===== config.mk =====
export PLATFORM = sky130hd
export DESIGN_NAME = uart_line_assembler
export DESIGN_NICKNAME = d
export VERILOG_FILES = /design/src/hdl/ula_pkg.sv /design/src/hdl/uart_line_assembler.sv /design/src/hdl/ula_linebuf.sv
export SDC_FILE = /design/constraint.sdc
export NUM_CORES = 1
export LEC_CHECK = 0
export BUFFER_PORTS_ARGS = -buffer_cell sky130_fd_sc_hd__buf_2
export CAP_MARGIN = 20
export CORE_MARGIN = 5
export CORE_UTILIZATION = 50
export CTS_CLUSTER_SIZE = 40
export DETAILED_ROUTE_END_ITERATION = 8
export PLACE_DENSITY = 0.68
export SYNTH_ARGS = -nofsm -noshare
export SYNTH_HDL_FRONTEND = slang
export SYNTH_HIERARCHICAL = 1
export SYNTH_SLANG_ARGS = --single-unit

===== constraint.sdc =====
create_clock -name clk -period 4.1 [get_ports clk]
set_input_delay 0.205 -clock clk [delete_from_list [all_inputs] [get_ports clk]]
set_output_delay 0.205 -clock clk [all_outputs]
set_load 0.1 [all_outputs]

===== src/hdl/ula_pkg.sv =====
package ula_pkg;

    // Fixed field widths
    localparam int unsigned BYTE_W = 8;
    localparam int unsigned CNT_W  = 7;
    localparam int unsigned KIND_W = 2;

    // Character codes
    localparam logic [BYTE_W-1:0] CH_CR = 8'h0D;
    localparam logic [BYTE_W-1:0] CH_LF = 8'h0A;

    // Request opcodes
    localparam logic OP_CHAR = 1'b0;
    localparam logic OP_READ = 1'b1;

    // Result kinds
    localparam logic [KIND_W-1:0] KIND_NOTICE = 2'd0;
    localparam logic [KIND_W-1:0] KIND_BYTE   = 2'd1;
    localparam logic [KIND_W-1:0] KIND_NONE   = 2'd2;

    typedef struct packed {
        logic              opcode;
        logic [BYTE_W-1:0] rx_byte;
        logic              rx_error;
    } req_t;

    typedef struct packed {
        logic [KIND_W-1:0] kind;
        logic [BYTE_W-1:0] data_byte;
        logic [CNT_W-1:0]  line_length;
        logic              truncated;
        logic              last;
    } rsp_t;

    typedef enum logic {
        ST_IDLE,
        ST_STREAM
    } state_t;

endpackage


===== src/hdl/uart_line_assembler.sv =====
// Character beats: on a terminator, a line-ready notice is valid the next cycle.
// Read beats: "no line" is valid the next cycle; a line of N bytes streams one byte per
// cycle while the output is not stalled, set by the single read port of the line memory;
// the next request is taken after the last byte loads.
// Reset clears counts, flags and the ready mark; the line memory is not cleared.
module uart_line_assembler #(
    parameter int unsigned LINE_MAX = 64
) (
    input  logic          clk,
    input  logic          rst_n,
    input  logic          req_valid,
    output logic          req_stall,
    input  ula_pkg::req_t req,
    output logic          rsp_valid,
    input  logic          rsp_stall,
    output ula_pkg::rsp_t rsp
);

    localparam int unsigned IDX_W  = (LINE_MAX > 1) ? $clog2(LINE_MAX) : 1;
    localparam int unsigned ADDR_W = IDX_W + 1;

    ula_pkg::state_t state_reg, state_next;

    logic                      bank_reg, bank_next;        // bank holding the frozen line
    logic [ula_pkg::CNT_W-1:0] accum_count_reg, accum_count_next;
    logic                      accum_ovf_reg, accum_ovf_next;
    logic [ula_pkg::CNT_W-1:0] ready_count_reg, ready_count_next;
    logic                      ready_trunc_reg, ready_trunc_next;
    logic                      ready_valid_reg, ready_valid_next;
    logic [IDX_W-1:0]          idx_reg, idx_next;
    logic                      rsp_valid_reg, rsp_valid_next;
    ula_pkg::rsp_t             rsp_reg, rsp_next;

    logic                       out_free;
    logic                       accept;
    logic                       is_term;
    logic                       stream_last;
    logic                       wr_en;
    logic [ADDR_W-1:0]          wr_addr;
    logic                       rd_en;
    logic [ADDR_W-1:0]          rd_addr;
    logic [ula_pkg::BYTE_W-1:0] rd_data;

    ula_linebuf #(
        .ADDR_W (ADDR_W)
    ) u_linebuf (
        .clk     (clk),
        .wr_en   (wr_en),
        .wr_addr (wr_addr),
        .wr_data (req.rx_byte),
        .rd_en   (rd_en),
        .rd_addr (rd_addr),
        .rd_data (rd_data)
    );

    // Handshake
    assign out_free    = !rsp_valid_reg || !rsp_stall;
    assign req_stall   = !((state_reg == ula_pkg::ST_IDLE) && out_free);
    assign accept      = req_valid && !req_stall;
    assign is_term     = (req.rx_byte == ula_pkg::CH_CR) || (req.rx_byte == ula_pkg::CH_LF);
    assign stream_last = ((ula_pkg::CNT_W'(idx_reg) + 7'd1) == ready_count_reg);

    // Next state
    always_comb
    begin
        state_next = state_reg;
        unique case (state_reg)
            ula_pkg::ST_IDLE:
            begin
                if (accept && (req.opcode == ula_pkg::OP_READ) && ready_valid_reg)
                begin
                    state_next = ula_pkg::ST_STREAM;
                end
            end
            ula_pkg::ST_STREAM:
            begin
                if (out_free && stream_last)
                begin
                    state_next = ula_pkg::ST_IDLE;
                end
            end
            default: state_next = ula_pkg::ST_IDLE;
        endcase
    end

    // Datapath, memory control and result loading
    always_comb
    begin
        bank_next        = bank_reg;
        accum_count_next = accum_count_reg;
        accum_ovf_next   = accum_ovf_reg;
        ready_count_next = ready_count_reg;
        ready_trunc_next = ready_trunc_reg;
        ready_valid_next = ready_valid_reg;
        idx_next         = idx_reg;
        rsp_valid_next   = rsp_valid_reg && rsp_stall;
        rsp_next         = rsp_reg;
        wr_en            = 1'b0;
        wr_addr          = {~bank_reg, accum_count_reg[IDX_W-1:0]};
        rd_en            = 1'b0;
        rd_addr          = {bank_reg, idx_reg};

        unique case (state_reg)
            ula_pkg::ST_IDLE:
            begin
                if (accept)
                begin
                    if (req.opcode == ula_pkg::OP_READ)
                    begin
                        if (ready_valid_reg)
                        begin
                            // start the stream at entry zero
                            rd_en    = 1'b1;
                            rd_addr  = {bank_reg, {IDX_W{1'b0}}};
                            idx_next = '0;
                        end
                        else
                        begin
                            rsp_valid_next       = 1'b1;
                            rsp_next.kind        = ula_pkg::KIND_NONE;
                            rsp_next.data_byte   = '0;
                            rsp_next.line_length = '0;
                            rsp_next.truncated   = 1'b0;
                            rsp_next.last        = 1'b1;
                        end
                    end
                    else if (!req.rx_error)
                    begin
                        if (is_term)
                        begin
                            if (accum_count_reg != '0)
                            begin
                                // freeze: swap banks, no copy
                                bank_next            = ~bank_reg;
                                ready_count_next     = accum_count_reg;
                                ready_trunc_next     = accum_ovf_reg;
                                ready_valid_next     = 1'b1;
                                accum_count_next     = '0;
                                accum_ovf_next       = 1'b0;
                                rsp_valid_next       = 1'b1;
                                rsp_next.kind        = ula_pkg::KIND_NOTICE;
                                rsp_next.data_byte   = '0;
                                rsp_next.line_length = accum_count_reg;
                                rsp_next.truncated   = accum_ovf_reg;
                                rsp_next.last        = 1'b1;
                            end
                        end
                        else if (accum_count_reg < ula_pkg::CNT_W'(LINE_MAX))
                        begin
                            wr_en            = 1'b1;
                            accum_count_next = accum_count_reg + 7'd1;
                        end
                        else
                        begin
                            accum_ovf_next = 1'b1;
                        end
                    end
                end
            end
            ula_pkg::ST_STREAM:
            begin
                if (out_free)
                begin
                    rsp_valid_next       = 1'b1;
                    rsp_next.kind        = ula_pkg::KIND_BYTE;
                    rsp_next.data_byte   = rd_data;
                    rsp_next.line_length = ready_count_reg;
                    rsp_next.truncated   = ready_trunc_reg;
                    rsp_next.last        = stream_last;
                    if (stream_last)
                    begin
                        ready_valid_next = 1'b0;
                        ready_trunc_next = 1'b0;
                    end
                    else
                    begin
                        // fetch the following byte while this one goes out
                        idx_next = idx_reg + IDX_W'(1);
                        rd_en    = 1'b1;
                        rd_addr  = {bank_reg, idx_reg + IDX_W'(1)};
                    end
                end
            end
            default:
            begin
                rsp_valid_next = rsp_valid_reg && rsp_stall;
            end
        endcase
    end

    // Control registers
    always_ff @(posedge clk or negedge rst_n)
    begin
        if (!rst_n)
        begin
            state_reg       <= ula_pkg::ST_IDLE;
            bank_reg        <= 1'b0;
            accum_count_reg <= '0;
            accum_ovf_reg   <= 1'b0;
            ready_count_reg <= '0;
            ready_trunc_reg <= 1'b0;
            ready_valid_reg <= 1'b0;
            idx_reg         <= '0;
            rsp_valid_reg   <= 1'b0;
        end
        else
        begin
            state_reg       <= state_next;
            bank_reg        <= bank_next;
            accum_count_reg <= accum_count_next;
            accum_ovf_reg   <= accum_ovf_next;
            ready_count_reg <= ready_count_next;
            ready_trunc_reg <= ready_trunc_next;
            ready_valid_reg <= ready_valid_next;
            idx_reg         <= idx_next;
            rsp_valid_reg   <= rsp_valid_next;
        end
    end

    // Result payload
    always_ff @(posedge clk)
    begin
        rsp_reg <= rsp_next;
    end

    assign rsp_valid = rsp_valid_reg;
    assign rsp       = rsp_reg;

    // Checks
    a_stream_has_line: assert property (@(posedge clk) disable iff (!rst_n)
        (state_reg == ula_pkg::ST_STREAM) |-> ready_valid_reg)
        else $error("stream running without a ready line");

    a_accum_bound: assert property (@(posedge clk) disable iff (!rst_n)
        accum_count_reg <= ula_pkg::CNT_W'(LINE_MAX))
        else $error("accumulator count past line size");

    a_idx_bound: assert property (@(posedge clk) disable iff (!rst_n)
        (state_reg == ula_pkg::ST_STREAM) |-> (ula_pkg::CNT_W'(idx_reg) < ready_count_reg))
        else $error("stream index past line length");

    a_last_clears: assert property (@(posedge clk) disable iff (!rst_n)
        (rsp_valid && !rsp_stall && (rsp.kind == ula_pkg::KIND_BYTE) && rsp.last)
        |-> !ready_valid_reg)
        else $error("ready mark kept after final line byte");

endmodule


===== src/hdl/ula_linebuf.sv =====
// Two-bank line memory: one bank collects, the other holds the frozen line.
module ula_linebuf #(
    parameter int unsigned ADDR_W = 7
) (
    input  logic                       clk,
    input  logic                       wr_en,
    input  logic [ADDR_W-1:0]          wr_addr,
    input  logic [ula_pkg::BYTE_W-1:0] wr_data,
    input  logic                       rd_en,
    input  logic [ADDR_W-1:0]          rd_addr,
    output logic [ula_pkg::BYTE_W-1:0] rd_data
);

    logic [ula_pkg::BYTE_W-1:0] mem [2**ADDR_W];
    logic [ula_pkg::BYTE_W-1:0] rd_data_reg;

    // Write port
    always_ff @(posedge clk)
    begin
        if (wr_en)
        begin
            mem[wr_addr] <= wr_data;
        end
    end

    // Registered read; data holds until the next read
    always_ff @(posedge clk)
    begin
        if (rd_en)
        begin
            rd_data_reg <= mem[rd_addr];
        end
    end

    assign rd_data = rd_data_reg;

endmodule


==> flow_metrics.env <==
export IMPL_cts_tree="yes"
export IMPL_grt_pass1_wl_um=145000
export IMPL_antenna_found_initial=3
export IMPL_rsz0062_at_grt="yes"
export IMPL_ys_seq_elements=1077
export IMPL_required_ns=4.52
export IMPL_violations="setup timing"
export IMPL_netlist_area_leader_share_pct=74.9
export IMPL_firstDrtPassIters=5
export IMPL_crit_type="flop to flop"
export IMPL_synth_warnings=6
export IMPL_clock_tree_root_cell="clkbuf_16"
export IMPL_drtIter0Drc=2724
export IMPL_final_nets=2141
export IMPL_ys_flop_type="edfxtp_1"
export IMPL_synth_area_per_cell_um2=22.6
export IMPL_relSlewSlack_pct=32.7
export IMPL_max_clock_freq_mhz=220
export IMPL_final_cell_area_um2=49600
export IMPL_clkLatencyLatePin_ns=0.68
export IMPL_boundaryPins=35
export IMPL_synth_area_top_cells="edfxtp_1 75%, mux4_2 18%, dfrtp_1 1.5%"
export IMPL_fp_dieW_um=300
export IMPL_hold_path_class="primary input to async pin"
export IMPL_syn_nets=1884
export IMPL_grt_start_max_net_pins=129
export IMPL_yosysMostFrequentCell="edfxtp_1"
export IMPL_drt_total_wl_um=101000
export IMPL_setup_viol=8
export IMPL_leakage_nw=15.7
export IMPL_std_cell_rows=106
export IMPL_maxCapViolations=0
export IMPL_timing_rr_end="u_linebuf/rd_data[6]"
export IMPL_layout_cells_non_filler=3294
export IMPL_startpoint_type="flop"
export IMPL_r2r_cells=16
export IMPL_core_area_um2=83600
export IMPL_fin_crit_ns=4.54
export IMPL_cts_buffers=104
export IMPL_vdd_drop_max_uv=442
export IMPL_seqCellArea_um2=32200
export IMPL_dieArea_um2=90200
export IMPL_worstSetupStartpoint="idx_reg[1]"
export IMPL_r2r_start="idx_reg[1]"
export IMPL_worstPathArrival_ns=4.96
export IMPL_htree_levels=3
export IMPL_async_reset_ff_share_pct=2.41
export IMPL_outcome="complete, but fails checks"
export IMPL_synth_cell_type_count=53
export IMPL_path_max_fanout=7
export IMPL_cts_path_max_buffers=3
export IMPL_finClkSkew_ns=0.0248
export IMPL_synth_area_leader_cell="edfxtp_1"
export IMPL_drc=0
export IMPL_dp_slack_ns=-0.633
export IMPL_grt_overflow=0
export IMPL_final_util_pct=59.3
export IMPL_fp_dieH_um=300
export IMPL_syn_area_um2=42100
export IMPL_grt_pass1_vias=20596
export IMPL_synth_edf_count=1051
export IMPL_cp_end_kind="flop"
export IMPL_reg2reg_slack_ns=-0.44
export IMPL_largest_register_ff_count=1024
export IMPL_hpwl_um=60600
export IMPL_start_util_pct=50.4
export IMPL_dpl_cell_area_um2=44700
export IMPL_synth_common_cells="1051 x edfxtp_1, 336 x mux4_2, 138 x nor2_1"
export IMPL_synthCells=1867
export IMPL_viasPerCell=6.30
export IMPL_place_congestion=0.870
export IMPL_seq_area_frac_synth_pct=76.5
export IMPL_fin_ws_ns=-0.439
export IMPL_ant_nets=0
export IMPL_vias=20741
export IMPL_io_buffers=34
export IMPL_fillers=5726
export IMPL_powerDensity_nw_per_um2=686
export IMPL_avgRoutedWirePerCell_um=30.8
export IMPL_drive_above_1_share_pct=35.6
export IMPL_cts_clk_slew_worst_paths_ns=0.06
export IMPL_cts_sinks=1077
export IMPL_worstMarginPinSlew_ns=1.01
export IMPL_gr_usage_all_layers_pct=22.1
export IMPL_dp_cells=3028
export IMPL_area_growth_syn_to_layout_pct=17.7
export IMPL_whs_ns=0.0750
export IMPL_multi_input_area_um2=9660
export IMPL_fin_crit_sh_pct=111
export IMPL_final_hold_violation_count=0
export IMPL_drv_slew=0
[stage by stage]
step                      power [mW]  TNS, ns
after CTS                       33.4    -2.94
after floorplan                 19.6   -0.559
after global placement          22.7    -4.73
after detailed placement        22.7    -4.55
after global routing            35.2    -3.75
final                           34.0    -3.06
[metal layers]
metal	GRT usage, %	part of all wire (%)	vias to the layer above
li1	-	-	8407
met1	32.5	39	11052
met2	35.3	49	1132
met4	4.96	2.3	0
met3	4.15	9.9	150
met5	0	0	-
[where the power goes]
group	switching (mW)	internal, mW
Combinational	5.74	6.20
Sequential	0.190	12.3
Clock	4.10	5.52
Total	10.0	24.0
[worst max path at each step]
| stage | to | slack [ns] | cells after the start |
|---|---|---|---|
| floorplan | u_linebuf/rd_data[0] | -0.07 | 14 |
| global placement | u_linebuf/rd_data[6] | -0.68 | 12 |
| detailed placement | u_linebuf/rd_data[6] | -0.63 | 12 |
| CTS | u_linebuf/rd_data[4] | -0.38 | 15 |
| global route | u_linebuf/rd_data[6] | -0.49 | 16 |
| finish | u_linebuf/rd_data[6] | -0.44 | 16 |
[timing repair]
action | in CTS | in global routing
gates resized for setup | 46 | 40
pin swaps | 4 | 10
endpoints found under the hold margin | 52 | 0
hold buffers | 7 | 0
buffers inserted | 27 | 17
setup endpoints to repair | 8 | 8
cloned | 9 | 16
[cell type report]
type	instances	area share, %
Sequential cell	1077	65.0
Multi-Input combinational cell	682	19.5
Timing Repair Buffer	249	5.71
Clock buffer	120	5.37
Tap cell	1080	2.73
Clock inverter	75	1.65
Inverter	10	0.0757
Antenna cell	1	0.00505
[cells in the final DEF (no fill, tap or decap), drive strengths merged, types with 7 or more instances in the layout]
| master | n |
|---|---|
| nor3 | 14 |
| dfrtp | 26 |
| buf | 229 |
| nor2 | 138 |
| clkinvlp | 11 |
| a22o | 7 |
| and2 | 9 |
| clkbuf | 133 |
| mux2 | 8 |
| xnor2 | 7 |
| inv | 13 |
| nand3 | 18 |
| a21oi | 12 |
| nor2b | 10 |
| clkinv | 48 |
| nand2 | 46 |
| o21ai | 20 |
| mux4 | 336 |
| edfxtp | 1051 |
| bufinv | 13 |
| dlygate4sd3 | 7 |
[cell families after synthesis]
group / after synthesis / synth area share [%]
buffers and inverters: 108 / 1.17
xor gates and xnor gates: 13 / 0.333
and+or+nand+nor: 258 / 2.73
AOI/OAI and AO/OA: 61 / 0.974
adders and majority gates: 3 / 0.0891
DFF: 1077 / 76.5
muxes: 347 / 18.2
[worst max-delay path: stages (launching register included)]
cell and delay [ns]:
dfrtp_1 0.41, buf_6 0.12, nand3_4 0.06, or3_4 0.38
xnor2_4 0.18, buf_4 0.17, a311oi_4 0.24, xnor2_2 0.15
o21ai_4 0.18, buf_6 0.16, clkbuf_16 0.21, buf_16 0.15
buf_12 0.11, mux4_2 0.35, mux4_2 0.54, mux4_2 0.57
mux2_4 0.28
Power figures use the tool's default switching activity.
